<file path="config.mk">
export PLATFORM = sky130hd
export DESIGN_NAME = shist_ctrl
export DESIGN_NICKNAME = d
export VERILOG_FILES = /design/src/hdl/shist_pkg.sv /design/src/hdl/shist_ctrl.sv
export SDC_FILE = /design/constraint.sdc
export NUM_CORES = 1
export LEC_CHECK = 0
export ABC_CLOCK_PERIOD_IN_PS = 3500
export BUFFER_PORTS_ARGS = -buffer_cell sky130_fd_sc_hd__buf_2
export CORE_MARGIN = 5
export CORE_UTILIZATION = 43
export DETAILED_ROUTE_END_ITERATION = 12
export PLACE_DENSITY = 0.77
export SETUP_SLACK_MARGIN = 0.5
export SLEW_MARGIN = 20
export SYNTH_ARGS = -nofsm -noshare
export SYNTH_HDL_FRONTEND = slang
export SYNTH_SLANG_ARGS = --single-unit
</file>
<file path="constraint.sdc">
create_clock -name clk_i -period 3.5 [get_ports clk_i]
set_input_delay 0.35 -clock clk_i [delete_from_list [all_inputs] [get_ports clk_i]]
set_output_delay 0.35 -clock clk_i [all_outputs]
set_load 0.1 [all_outputs]
</file>
<file path="src/hdl/shist_pkg.sv">
// ----------------------------------------------------------------------------
// shist_pkg
// Shared types, constants and the CORDIC arctangent table.
// ----------------------------------------------------------------------------
`default_nettype none

package shist_pkg;

  localparam int SECTORS_DEF  = 8;
  localparam int MAX_BINS_DEF = 16;

  localparam int POS_W     = 20;
  localparam int CURV_W    = 16;
  localparam int REG_W     = 5;
  localparam int CNT_W     = 16;
  localparam int ANG_W     = 16;
  localparam int CORDIC_W  = 24;
  localparam int ITERS     = 16;
  localparam int ITER_W    = 4;
  localparam int PROD_W    = 40;
  localparam int D2_W      = 41;
  localparam int CURV_SCALE = 10;

  localparam int RADIUS_W  = 19;
  localparam int BCOUNT_W  = 5;
  localparam int APB_AW    = 4;
  localparam int APB_DW    = 32;

  localparam int S_TDATA_W = 88;
  localparam int M_TDATA_W = 24;

  localparam logic [1:0] REG_SPLIT = 2'd0;
  localparam logic [1:0] REG_OUTER = 2'd1;
  localparam logic [1:0] REG_INNER = 2'd2;
  localparam logic [1:0] REG_BINS  = 2'd3;

  localparam logic [ITER_W-1:0] MUL_X     = 4'd0;
  localparam logic [ITER_W-1:0] MUL_Y     = 4'd1;
  localparam logic [ITER_W-1:0] MUL_Z     = 4'd2;
  localparam logic [ITER_W-1:0] MUL_OUTER = 4'd3;
  localparam logic [ITER_W-1:0] MUL_INNER = 4'd4;

  typedef enum logic [1:0] {
    ADDR_CLEAR,
    ADDR_FRONT,
    ADDR_BACK,
    ADDR_READ
  } addr_sel_e;

  typedef enum logic [3:0] {
    ST_CLEAR,
    ST_IDLE,
    ST_ITER,
    ST_CLASS,
    ST_FRD,
    ST_FWR,
    ST_BRD,
    ST_BWR,
    ST_RRD,
    ST_RWR
  } state_e;

  typedef struct packed {
    logic      capture;
    logic      iter_en;
    logic      classify;
    logic      rd_en;
    logic      wr_en;
    logic      wr_zero;
    addr_sel_e addr_sel;
    logic      out_load;
    logic      out_last;
  } cmd_t;

  typedef struct packed {
    logic keep;
    logic out_free;
  } sts_t;

  function automatic logic [ANG_W-1:0] atan_turn(input logic [ITER_W-1:0] i);
    logic [ANG_W-1:0] v;
    case (i)
      4'd0:    v = 16'd8192;
      4'd1:    v = 16'd4836;
      4'd2:    v = 16'd2555;
      4'd3:    v = 16'd1297;
      4'd4:    v = 16'd651;
      4'd5:    v = 16'd326;
      4'd6:    v = 16'd163;
      4'd7:    v = 16'd81;
      4'd8:    v = 16'd41;
      4'd9:    v = 16'd20;
      4'd10:   v = 16'd10;
      4'd11:   v = 16'd5;
      4'd12:   v = 16'd3;
      4'd13:   v = 16'd1;
      4'd14:   v = 16'd1;
      default: v = 16'd0;
    endcase
    return v;
  endfunction

endpackage

`default_nettype wire

</file>
<file path="src/hdl/shist_ctrl.sv">
// ----------------------------------------------------------------------------
// shist_ctrl
// Sequencer for store clearing, point binning and region readout.
// ----------------------------------------------------------------------------
`default_nettype none

module shist_ctrl #(
  parameter int SECTORS  = shist_pkg::SECTORS_DEF,
  parameter int MAX_BINS = shist_pkg::MAX_BINS_DEF,
  localparam int REGIONS = 4 * SECTORS,
  localparam int DEPTH   = 2 * REGIONS * MAX_BINS,
  localparam int ADDR_W  = $clog2(DEPTH),
  localparam int NB_W    = $clog2(MAX_BINS + 1)
) (
  input  wire                         clk_i,
  input  wire                         rst_ni,
  input  wire                         in_valid_i,
  output logic                        in_ready_o,
  input  wire                         in_mode_i,
  input  wire [NB_W-1:0]              nb_i,
  input  wire shist_pkg::sts_t        sts_i,
  output shist_pkg::cmd_t             cmd_o,
  output logic [shist_pkg::ITER_W-1:0] iter_o,
  output logic [NB_W-1:0]             bin_o,
  output logic [ADDR_W-1:0]           clr_addr_o
);

  shist_pkg::state_e state_q, state_d;
  logic [shist_pkg::ITER_W-1:0] iter_q, iter_d;
  logic [NB_W-1:0]              bin_q, bin_d;
  logic [ADDR_W-1:0]            clr_q, clr_d;
  logic                         accept, last;

  assign in_ready_o = (state_q == shist_pkg::ST_IDLE);
  assign accept     = in_valid_i && in_ready_o;
  assign last       = (NB_W'(bin_q + 1'b1) == nb_i);

  always_comb begin
    state_d = state_q;
    iter_d  = iter_q;
    bin_d   = bin_q;
    clr_d   = clr_q;
    case (state_q)
      shist_pkg::ST_CLEAR: begin
        clr_d = clr_q + 1'b1;
        if (int'(clr_q) == DEPTH - 1) state_d = shist_pkg::ST_IDLE;
      end
      shist_pkg::ST_IDLE: begin
        iter_d = '0;
        bin_d  = '0;
        if (accept) begin
          if (!in_mode_i)          state_d = shist_pkg::ST_ITER;
          else if (nb_i != '0)     state_d = shist_pkg::ST_RRD;
        end
      end
      shist_pkg::ST_ITER: begin
        iter_d = iter_q + 1'b1;
        if (iter_q == shist_pkg::ITER_W'(shist_pkg::ITERS - 1)) state_d = shist_pkg::ST_CLASS;
      end
      shist_pkg::ST_CLASS: state_d = shist_pkg::ST_FRD;
      shist_pkg::ST_FRD:   state_d = sts_i.keep ? shist_pkg::ST_FWR : shist_pkg::ST_IDLE;
      shist_pkg::ST_FWR:   state_d = shist_pkg::ST_BRD;
      shist_pkg::ST_BRD:   state_d = shist_pkg::ST_BWR;
      shist_pkg::ST_BWR:   state_d = shist_pkg::ST_IDLE;
      shist_pkg::ST_RRD:   state_d = shist_pkg::ST_RWR;
      shist_pkg::ST_RWR: begin
        if (sts_i.out_free) begin
          bin_d   = bin_q + 1'b1;
          state_d = last ? shist_pkg::ST_IDLE : shist_pkg::ST_RRD;
        end
      end
      default: state_d = shist_pkg::ST_IDLE;
    endcase
  end

  always_comb begin
    cmd_o          = '0;
    cmd_o.addr_sel = shist_pkg::ADDR_READ;
    case (state_q)
      shist_pkg::ST_CLEAR: begin
        cmd_o.wr_en    = 1'b1;
        cmd_o.wr_zero  = 1'b1;
        cmd_o.addr_sel = shist_pkg::ADDR_CLEAR;
      end
      shist_pkg::ST_IDLE:  cmd_o.capture  = accept;
      shist_pkg::ST_ITER:  cmd_o.iter_en  = 1'b1;
      shist_pkg::ST_CLASS: cmd_o.classify = 1'b1;
      shist_pkg::ST_FRD: begin
        cmd_o.rd_en    = sts_i.keep;
        cmd_o.addr_sel = shist_pkg::ADDR_FRONT;
      end
      shist_pkg::ST_FWR: begin
        cmd_o.wr_en    = 1'b1;
        cmd_o.addr_sel = shist_pkg::ADDR_FRONT;
      end
      shist_pkg::ST_BRD: begin
        cmd_o.rd_en    = 1'b1;
        cmd_o.addr_sel = shist_pkg::ADDR_BACK;
      end
      shist_pkg::ST_BWR: begin
        cmd_o.wr_en    = 1'b1;
        cmd_o.addr_sel = shist_pkg::ADDR_BACK;
      end
      shist_pkg::ST_RRD:   cmd_o.rd_en = 1'b1;
      shist_pkg::ST_RWR: begin
        cmd_o.out_load = sts_i.out_free;
        cmd_o.out_last = last;
        cmd_o.wr_en    = sts_i.out_free;
        cmd_o.wr_zero  = 1'b1;
      end
      default: cmd_o.addr_sel = shist_pkg::ADDR_READ;
    endcase
  end

  always_ff @(posedge clk_i or negedge rst_ni) begin
    if (!rst_ni) begin
      state_q <= shist_pkg::ST_CLEAR;
      iter_q  <= '0;
      bin_q   <= '0;
      clr_q   <= '0;
    end else begin
      state_q <= state_d;
      iter_q  <= iter_d;
      bin_q   <= bin_d;
      clr_q   <= clr_d;
    end
  end

  assign iter_o     = iter_q;
  assign bin_o      = bin_q;
  assign clr_addr_o = clr_q;

  a_fwr_after_frd: assert property (@(posedge clk_i) disable iff (!rst_ni)
    state_q == shist_pkg::ST_FWR |-> $past(state_q) == shist_pkg::ST_FRD)
    else $error("front write without front read");

  a_bwr_ends: assert property (@(posedge clk_i) disable iff (!rst_ni)
    state_q == shist_pkg::ST_BWR |=> state_q == shist_pkg::ST_IDLE)
    else $error("back write not followed by idle");

  a_bin_range: assert property (@(posedge clk_i) disable iff (!rst_ni)
    state_q == shist_pkg::ST_RRD |-> bin_q < nb_i)
    else $error("readout bin beyond bins in use");

endmodule

`default_nettype wire
</file>
# Word level (Yosys, flattened, before mapping)
# Index checks and enable logic that the tools add are counted.
classes:
  n_addsub: 3
  eq_ne: 17
  muxes: 20
  reduce_logical: 12
op_table:
  columns: ["operator", "count"]
  rows:
  - ["case mux 4 bit (9 select lines)", 1]
  - ["2-to-1 mux 4 bit", 7]
  - ["== test 4 x 3 -> 1 bit (second input constant)", 4]
  - ["== test 4 bit (second input constant)", 3]
  - ["adder 10 x 1 -> 10 bit (second input constant)", 1]
  - ["== test 10 x 1 -> 1 bit (second input constant)", 1]
  - ["case mux 5 bit (2 select lines)", 1]
  - ["== test 4 x 2 -> 1 bit (second input constant)", 2]
  - ["case mux 4 bit (2 select lines)", 1]
  - ["OR reduction 2 bit", 4]
  - ["!= test 2 bit (second input constant)", 3]
  - ["case mux 2 bit (3 select lines)", 1]
  - ["adder 5 x 1 -> 5 bit (second input constant)", 1]
  - ["== test 5 bit", 1]
  - ["2-to-1 mux 5 bit", 1]
  - ["AND reduction 5 bit", 1]
  - ["nonzero test 5 bit", 1]
  - ["adder 4 x 1 -> 4 bit (second input constant)", 1]
  - ["== test 4 x 1 -> 1 bit (second input constant)", 1]
  - ["zero test 4 bit", 1]
  - ["2-to-1 mux 1 bit", 4]
  - ["case mux 1 bit (2 select lines)", 2]
  - ["nonzero test 2 bit", 2]
  - ["2-to-1 mux 3 bit", 1]
  - ["other kinds (6)", 6]
word_totals:
  reg_bits: 23
  input_bits: 11
  out_inout_bits: 30

# Longest topological paths before layout
logic_depth:
  word_depth: 5
  ltp_mapped: 7
  mapped_depth_nobuf: 6

# Worst setup path before layout
# Ideal clock, no wire load.
synth_timing:
  kind: "reg2out"
  from: "reg state_q[0]"
  to: "out cmd_o[3] (netlist bit)"
  arrival_ps: 2888
  path_slack_ps: 262
  path_stages_with_launch: 4
  n_path_buf: 1
  cell_sequence: "dfrtp_1 clkbuf_1 inv_1 o21ai_0"
synth_rtl:
  columns: ["element", "line_no", "rtl"]
  rows:
  - ["from (decl)", "shist_ctrl.sv:28", "shist_pkg::state_e state_q, state_d;"]
  - ["from (signal assigned)", "shist_ctrl.sv:117", "state_q <= shist_pkg::ST_CLEAR;"]
  - ["from (signal assigned)", "shist_ctrl.sv:122", "state_q <= state_d;"]
  - ["to (decl)", "shist_ctrl.sv:22", "output shist_pkg::cmd_t cmd_o,"]

==> results.py <==
metrics = {
    "clock_network": {
        "cts_hold_buf": 0,
        "cts_root_buffer": "clkbuf_4",
        "cts.sinks": 23,
        "cts_buffer_depth": 2,
        "cts_max_level": 1,
        "cts_resized": 0,
        "post_cts.repair.setup_buffers": 0,
        "cts_tree": "yes",
        "cts_buffers": 3,
        "clkTransAtPathRegs_ns": 0.13,
        "insertion_delay_ns": 0.30,
    },
    "floorplanning": {
        "ios": 41,
        "initial_utilization": 0.449,
        "die_width_um": 66.7,
        "rows": 20,
        "die_h_um": 66.7,
        "fp.dieArea_um2": 4450,
        "coreArea_um2": 3080,
    },
    "synth": {
        "avgSynthCellArea_um2": 9.09,
        "ys_ff_latch": 23,
        "syn_area_um2": 1380,
        "yosysUniqueCellTypes": 37,
        "synth_warnings": 0,
        "synthCells": 152,
        "syn-num-nets": 166,
        "ys_seq_area_frac": 0.417,
    },
    "final_layout": {
        "fillerInstances": 301,
        "diodes": 0,
        "synthToLayoutAreaGrowth_pct": 18.4,
        "multiInputGateArea_um2": 763,
        "drive_gt1_frac": 0.268,
        "fin_util": 0.531,
        "seqCellArea_um2": 576,
        "fin_nets": 205,
    },
    "worst_setup_path": {
        "crit_fanout": 6,
        "cp_top_family": "flip-flops",
        "path_class": "reg -> out",
        "crit_arrival_ns": 2.14,
        "path_depth": 5,
        "slowest_delay_ns": 0.45,
        "endpoint_kind": "output pin",
        "path_buf_inv": 1,
        "critPathLaunchType": "flip-flop",
        "r2r_cells": 4,
        "critical_path_required_ns": 3.15,
        "path_cells": "ha_1 -> xor2_1 -> nor3_1 -> and3_1 -> buf_2",
        "crit_slowest_cell": "dfrtp_1",
    },
    "global_routing": {
        "grt_start_max_net_pins": 24,
        "grt_overflow_total": 0,
        "grt.total_usage": 0.147,
        "grt_pass1_vias": 1109,
        "grt_pass1_wl_um": 5050,
        "grt_antenna_before_repair": 0,
    },
    "power_and_ir_drop": {
        "power_density_nw_per_um2": 957,
        "leakage_uw": 0.000831,
        "peakVddDrop_mv": 0.708,
    },
    "routing": {
        "viasPerCell": 5.22,
        "vias": 1221,
        "postRouteAntennaNets": 0,
        "drc": 0,
        "drt_iter0_drc": 58,
        "detail_route.wl_per_cell_um": 12.8,
        "first_pass_iters": 4,
        "drt_wl_total_um": 2990,
    },
    "place": {
        "gp_congestion": 0.866,
        "hpwl_um": 2320,
        "port_buffers": 40,
    },
    "min_path": {
        "hp-class": "in -> async",
    },
    "status": {
        "status": "finished, violations left",
        "violations": "negative hold slack",
    },
    "sta": {
        "final-setup-viol-count": 0,
        "fin_tns_setup_ns": 0,
        "finalCritPeriodShare": 0.711,
        "hold_viol": 11,
        "hold_ws_ns": -0.00452,
        "rsz0062_at_grt": "no",
        "period_minus_slack_ns": 2.49,
        "worst_pin_slew_ns": 0.559,
        "max_freq_mhz": 402,
        "maxSlewViolCount": 0,
        "skew_ns": 0.00713,
        "max_slew_margin": 0.627,
    },
    "job": {
        "max_cap_viol_count": 0,
    },
}
==> metrics by stage <==
stage          setup slack [ns]  area [um2]  power (uW)  std cells  hold WS, ns
4_1_cts                    1.01        1640        1570        234      0.00791
3_5_place_dp               1.37        1610        1450        230        0.360
2_1_floorplan             0.558        1390        1300        152       0.0544
3_3_place_gp               1.41        1610        1450        230        0.357
5_1_grt                   0.867        1640        1660        234       0.0192
6_report                   1.01        1640        1560        234     -0.00452
==> state kept, by name, indices dropped and copies added (netlist names) <==
register	flops
state_q	4
bin_o	5
iter_o	4
clr_addr_o	10
==> cell families after synthesis <==
logic type,share of synthesized area
xor+xnor,0.120
flops,0.417
compound gates,0.133
simple gates,0.260
fa+ha+maj,0.0272
mux,0.00815
buf+inv,0.0344
==> routing by layer <==
layer / vias up / routed length, um / GRT usage
li1: 612 / - / -
met1: 576 / 1370 / 0.204
met2: 31 / 1450 / 0.233
met3: 2 / 153 / 0.0320
met4: 0 / 12 / 0.0381
met5: - / 0 / 0
==> Yosys cell counts, drive strengths merged <==
master / count / area share
nand2: 13 / 0.035
nand2b: 4 / 0.018
xor2: 10 / 0.063
dfrtp: 23 / 0.42
and2: 1 / 0.0063
and3: 3 / 0.014
clkbuf: 3 / 0.0082
xnor2: 9 / 0.057
buf: 3 / 0.015
inv: 4 / 0.011
o21ai: 13 / 0.047
or2: 2 / 0.0091
nor3: 6 / 0.022
a2111o: 1 / 0.0082
or4b: 1 / 0.0072
nor2b: 6 / 0.027
o32ai: 1 / 0.0063
a211oi: 1 / 0.0054
mux2: 1 / 0.0082
nor2: 16 / 0.043
a22o: 2 / 0.013
a31oi: 1 / 0.0045
a22oi: 1 / 0.0054
nand4: 3 / 0.014
a21oi: 4 / 0.014
a21o: 1 / 0.0054
and4: 1 / 0.0063
nor4: 2 / 0.020
o31ai: 2 / 0.011
o311a: 1 / 0.0072
ha: 3 / 0.027
o21a: 1 / 0.0054
and4bb: 1 / 0.0091
nand3: 8 / 0.029
==> path summary, 6_finish.rpt <==
check	startpoint	end	slack, ns
min	rst_ni	clr_addr_o[8]	-0.005
max reg2reg	state_q[3]	state_q[0]	1.60
max in group asynchronous	rst_ni	bin_o[4]	3.16
max	bin_o[0]	cmd_o[0]	1.01
min in group clk_i	sts_i[0]	state_q[3]	0.37
min reg2reg	clr_addr_o[6]	clr_addr_o[6]	0.51
==> final cells by class <==
| class | instances | area share |
|---|---|---|
| Multi-Input combinational cell | 119 | 0.467 |
| Sequential cell | 23 | 0.352 |
| Timing Repair Buffer | 40 | 0.122 |
| Tap cell | 44 | 0.0337 |
| Clock buffer | 4 | 0.0161 |
| Inverter | 4 | 0.00918 |
==> power by group <==
part | internal, uW | total, uW | switching (uW)
registers | 324 | 419 | 94.2
clock network | 44.4 | 121 | 76.4
logic | 199 | 1030 | 827
==> placed cells by master (no fill, tap or decap), types with 3 or more instances in the layout <==
| master | instances |
|---|---|
| buf_2 | 40 |
| dfrtp_1 | 23 |
| nor2_1 | 16 |
| nand2_1 | 13 |
| o21ai_0 | 12 |
| xor2_1 | 10 |
| xnor2_1 | 9 |
| nand3_1 | 8 |
| nor2b_1 | 6 |
| nor3_1 | 5 |
| nand2b_1 | 4 |
| a21oi_1 | 4 |
| inv_1 | 3 |
| and3_1 | 3 |
| nand4_1 | 3 |
| ha_1 | 3 |
| clkbuf_4 | 3 |
Power figures use the tool's default switching activity.
